==> src/rtl/zfe_pkg.sv <==
// ----------------------------------------------------------------------------
// Z-function engine package
// Shared beat layouts, sequencer states and buffer control types.
// ----------------------------------------------------------------------------
`default_nettype none

package zfe_pkg;

	// Field widths fixed by the channel formats.
	localparam int POS_W  = 6;
	localparam int CNT_W  = 7;
	localparam int BYTE_W = 8;

	typedef logic [CNT_W-1:0] cnt_t;

	// One input beat: a string byte and the end-of-string mark.
	typedef struct packed {
		logic [BYTE_W-1:0] char_byte;
		logic              is_last;
	} in_beat_t;

	// One result beat: position, its Z value and run flags.
	typedef struct packed {
		logic [POS_W-1:0] position;
		logic [POS_W-1:0] match_len;
		logic             truncated;
		logic             last_result;
	} out_beat_t;

	// Sequencer states.
	typedef enum logic [3:0] {
		ST_LOAD,
		ST_ZINIT,
		ST_ZFETCH,
		ST_ZSTART,
		ST_CRD,
		ST_CEV,
		ST_ZWRITE,
		ST_ORD,
		ST_OSHOW
	} zfe_state_t;

	// Control bundle for the character buffer.
	typedef struct packed {
		logic              wr_en;
		cnt_t              wr_addr;
		logic [BYTE_W-1:0] wr_data;
		logic              rd_en;
		cnt_t              rd_addr_a;
		cnt_t              rd_addr_b;
	} zfe_buf_req_t;

endpackage

`default_nettype wire

==> src/rtl/zfe_char_buf.sv <==
// ----------------------------------------------------------------------------
// Z-function engine character buffer
// One write port and two registered read ports over the loaded string.
// ----------------------------------------------------------------------------
`default_nettype none

module zfe_char_buf #(
	parameter int DEPTH = 64
) (
	input  wire                       clk,
	input  wire zfe_pkg::zfe_buf_req_t req,
	output logic [zfe_pkg::BYTE_W-1:0] rd_data_a_q,
	output logic [zfe_pkg::BYTE_W-1:0] rd_data_b_q
);

	localparam int AW = $clog2(DEPTH);

	logic [zfe_pkg::BYTE_W-1:0] mem_q [DEPTH];

	// Write port: one byte per loaded beat.
	always_ff @(posedge clk) begin
		if (req.wr_en) begin
			mem_q[req.wr_addr[AW-1:0]] <= req.wr_data;
		end
	end

	// Two read ports, both registered, for the prefix and suffix bytes.
	always_ff @(posedge clk) begin
		if (req.rd_en) begin
			rd_data_a_q <= mem_q[req.rd_addr_a[AW-1:0]];
			rd_data_b_q <= mem_q[req.rd_addr_b[AW-1:0]];
		end
	end

endmodule

`default_nettype wire
==> config.mk <==
export PLATFORM = sky130hd
export DESIGN_NAME = zfe_char_buf
export DESIGN_NICKNAME = d
export VERILOG_FILES = /design/src/rtl/zfe_pkg.sv /design/src/rtl/zfe_char_buf.sv
export SDC_FILE = /design/constraint.sdc
export NUM_CORES = 1
export LEC_CHECK = 0
export BUFFER_PORTS_ARGS = -buffer_cell sky130_fd_sc_hd__buf_4
export CORE_UTILIZATION = 58
export CTS_BUF_LIST = sky130_fd_sc_hd__clkbuf_4 sky130_fd_sc_hd__clkbuf_8 sky130_fd_sc_hd__clkbuf_16
export DETAILED_ROUTE_END_ITERATION = 8
export HOLD_SLACK_MARGIN = 0.06
export PLACE_DENSITY_LB_ADDON = 0.08
export SYNTH_ARGS = -nofsm -noshare
export SYNTH_HDL_FRONTEND = slang
export SYNTH_SLANG_ARGS = --single-unit
export TNS_END_PERCENT = 1
==> constraint.sdc <==
create_clock -name clk -period 5.58 [get_ports clk]
set_input_delay 0.279 -clock clk [delete_from_list [all_inputs] [get_ports clk]]
set_output_delay 0.279 -clock clk [all_outputs]
set_load 0.05 [all_outputs]
Yosys cells after proc, flatten, opt, wreduce, memory -nomap -nowiden
Memories as Yosys holds them, arrays and structs flattened. A register that Yosys moved wholly into a read port is not among the register bits.
Index checks and enable logic that the tools add are counted.
Word-level totals
  register bits after elaboration: 0
  RAM bits: 512
  input port bits: 32
  output and inout port bits: 16
  logic and storage cells: 3
  memories kept: 1
Cells by class
  mux-type cells: 2
Memories
  mem_q: depth 64, width 8, read ports 2, clocked after memory_dff 2, write ports 1, line zfe_char_buf.sv:18  | logic [zfe_pkg::BYTE_W-1:0] mem_q [DEPTH];
Operators with widths (number)
  1-bit 2-to-1 mux: 2

Logic depth before layout (Yosys ltp)
  word-level depth: 2
  gate-level depth with buffers: 9
  depth with buffers taken out: 5

Worst setup path after synthesis
Ideal clock, no wire load.
  kind: input port to flip-flop
  from: input port req[0] (netlist name)
  to: register rd_data_b_q[4] (netlist name), read port of mem_q, data pin
  setup time: 0.253 ns
  arrival time: 1.976 ns
  data required time: 5.327 ns
  setup slack: 3.350 ns
  stages on the path: 8
  path buffers: 3
  path through: buf_2 > buf_2 > buf_4 > mux4_2 > a221oi_1 > o21ai_0 > nand3_1 > nand2_1
RTL lines
  from (decl): line zfe_char_buf.sv:11  | input wire zfe_pkg::zfe_buf_req_t req,
  to (decl): line zfe_char_buf.sv:13  | output logic [zfe_pkg::BYTE_W-1:0] rd_data_b_q

==> results.json <==
{
  "p_leak_uw": 0.00839,
  "worstPathRequired_ns": 5.90,
  "min_path_type": "input port to flop",
  "fmax_ghz": 0.387,
  "drt-initial-drc-count": 1300,
  "port_buffers": 44,
  "wl_um": 59600,
  "drive_above_1_share_pct": 32.7,
  "antenna_found_initial": 0,
  "ys_warn_count": 0,
  "r2r_cells": 5,
  "firstDrtPassIters": 6,
  "routabilityCongestion": 0.890,
  "maxCapViolCount": 0,
  "row_count": 74,
  "critPathTopFamily": "buffers and inverters",
  "start_util_pct": 59.3,
  "cts_resized": 0,
  "r2r-end": "rd_data_a_q[7]",
  "synth_top_area_cell": "edfxtp_1",
  "synthTopCellsByArea": "edfxtp_1 65%, mux4_2 25%, mux2i_1 2.7%, nor2_1 1.2%, buf_2 0.63%",
  "syn_area_um2": 24400,
  "htreeDepth": 2,
  "cts_tree": "built",
  "area_growth_pct": 9.55,
  "endpoint_kind": "flop",
  "hold_buffers": 0,
  "grt_max_degree": 73,
  "status": "completed",
  "clk-insertion-delay-late_ns": 0.60,
  "worstHoldPathCells": 1,
  "grt_use_total_pct": 28.5,
  "core-area_um2": 41200,
  "cp.arrival_ns": 2.90,
  "postRouteAntennaNets": 0,
  "finalSetupTns_ns": 0,
  "irDropWorstVdd_v": 0.000278,
  "relSlewSlack_pct": 18.2,
  "post_drt_via_cell_ratio": 7.04,
  "die_h_um": 207,
  "fin_nets": 1264,
  "synth_cells": 1211,
  "slew_viol_final": 0,
  "hold_viol_final": 0,
  "power_uw": 8540,
  "num_io_pins": 48,
  "dieArea_um2": 43000,
  "grt_first_pass_wirelength_um": 87100,
  "min_to": "rd_data_a_q[1]",
  "vias": 12700,
  "hpwl_um": 37000,
  "globalRouteOverflowTotal": 0,
  "fin_crit_sh_pct": 46.3,
  "synth.top_cell.area_share_pct": 64.9,
  "cp-start-kind": "input port",
  "syn_area_per_cell_um2": 20.2,
  "cts_sinks": 528,
  "min_period_ns": 2.58,
  "cts_setup_buffers": 0,
  "slowest_delay_ns": 0.71,
  "fillers": 2766,
  "critPathMaxFanout": 72,
  "crit_type": "input port to flop",
  "crit_buf_inv": 2,
  "grt_pass1_vias": 13300,
  "post-route-drc-count": 0,
  "setup_viol": 0,
  "syn_nets": 1243,
  "ys_seq_area_share_pct": 64.9,
  "cts_buffers": 53,
  "ys_ff_latch": 528,
  "finClkSkew_ns": 0.0290,
  "ctsLongestPathBuffers": 3,
  "worst_pin_slew_ns": 1.22,
  "worstReg2RegStart": "mem_q[16][7]",
  "slowest_stage": "clkbuf_8",
  "hold_start": "req[14]",
  "path_cells": "clkbuf_8, buf_4, mux4_2, mux2i_1, nand2_1, a32oi_1, o211ai_1",
  "powerDensity_nw_per_um2": 319,
  "wl_per_cell_um": 33.0,
  "cts-root-buf": "clkbuf_16",
  "path_clk_slew_ns": 0.06,
  "rsz0062_at_grt": "no",
  "dieWidth_um": 207,
  "yosys.cell_types.count": 37,
  "r2r_slack_ns": 3.29
}
-- cell type report --
class | instances | area (um^2) | area share (%)
multi-input cells | 587 | 8100 | 30.3
clock buffers | 66 | 1460 | 5.45
clock inverters | 31 | 201 | 0.753
well taps | 532 | 666 | 2.49
inverters | 3 | 11.3 | 0.0421
flip-flops and latches | 528 | 15900 | 59.2
repair buffers | 59 | 475 | 1.78
diodes | 1 | 2.50 | 0.00935
-- routing by layer --
layer,track usage (%),routed length [um]
met5,0.445,0
met4,11.6,2190
met3,5.30,4900
met2,45.2,28800
met1,39.8,23700
-- worst max path at each step --
| stage | start | to | depth (start not counted) |
|---|---|---|---|
| floorplan | req[0] | rd_data_b_q[4] | 8 |
| global placement | req[7] | rd_data_a_q[4] | 7 |
| detailed placement | req[7] | rd_data_a_q[4] | 7 |
| CTS | req[7] | rd_data_a_q[4] | 7 |
| global route | req[7] | rd_data_a_q[4] | 7 |
| finish | req[7] | rd_data_a_q[4] | 7 |
-- sequential cells by signal, indices dropped and copies added (netlist names) --
signal	flops
rd_data_a_q	8
mem_q	512
rd_data_b_q	8
-- where the power goes --
group,internal [uW],switching (uW)
logic,283,433
registers,4410,16.1
clock network,1940,1460
total,6630,1910
-- logic make-up (layout without fill, tap and decap cells) --
logic type / count (synthesis) / count (layout) / share of synthesized area, %
multiplexers: 338 / 338 / 27.7
AO/OA/AOI/OAI: 100 / 100 / 2.79
flip-flops: 528 / 528 / 64.9
buffers and inverters: 96 / 159 / 1.97
other: 0 / 1 / 0
AND/OR/NAND/NOR: 149 / 149 / 2.67
-- metrics by stage --
stage / worst slack, ns / std cells / hold WS, ns / utilization [%] / instance area (um^2)
after floorplan: 3.35 / 1211 / 0.378 / - / 24400
after global placement: 2.35 / 1709 / 0.693 / 60.9 / 25100
after detailed placement: 2.35 / 1709 / 0.698 / 60.9 / 25100
after CTS: 2.97 / 1806 / 0.0704 / 65.0 / 26800
after global routing: 2.78 / 1806 / 0.0801 / 65.0 / 26800
final: 3.00 / 1807 / 0.101 / 65.0 / 26800
-- cell usage after synthesis --
master and count:
edfxtp_1 528, mux4_2 270, nor2_1 75, mux2i_1 66
clkbuf_1 34, buf_2 31, nand2_1 28, nand3_1 20
o22ai_1 20, o21ai_0 17, a22oi_1 14, buf_4 12
buf_1 11, a21oi_1 10, nor2b_1 8, a221oi_1 7
o21ai_1 7, nand2b_1 6, a221o_1 5, buf_6 5
o221ai_1 5, o31a_1 5, and2_1 3, nand4_1 3
o211ai_1 3, a2111oi_0 2, a211oi_1 2, inv_1 2
mux2_2 2, nand3b_1 2, nor3_1 2, a311o_1 1
a32oi_1 1, inv_2 1, nand4b_1 1, o2111ai_1 1
or3_1 1
-- placed cells by master, fill, tap and decap left out, types with 2 or more instances in the layout --
master	n
o211ai_1	3
bufinv_16	2
nand4_1	3
nor2_1	75
a221oi_1	7
mux2_2	2
o21ai_1	7
buf_4	54
clkbuf_4	11
a211oi_1	2
buf_6	2
clkbuf_16	55
o221ai_1	5
nor3_1	2
mux2i_1	66
a22oi_1	14
nand3b_1	2
clkinv_1	13
nand2b_1	6
clkbuf_8	2
o31a_1	5
clkinvlp_4	2
a221o_1	5
o22ai_1	20
nand3_1	20
a2111oi_0	2
clkinv_2	12
nor2b_1	8
edfxtp_1	528
o21ai_0	17
inv_1	2
mux4_2	270
a21oi_1	10
and2_1	3
nand2_1	28
Power figures use the tool's default switching activity.
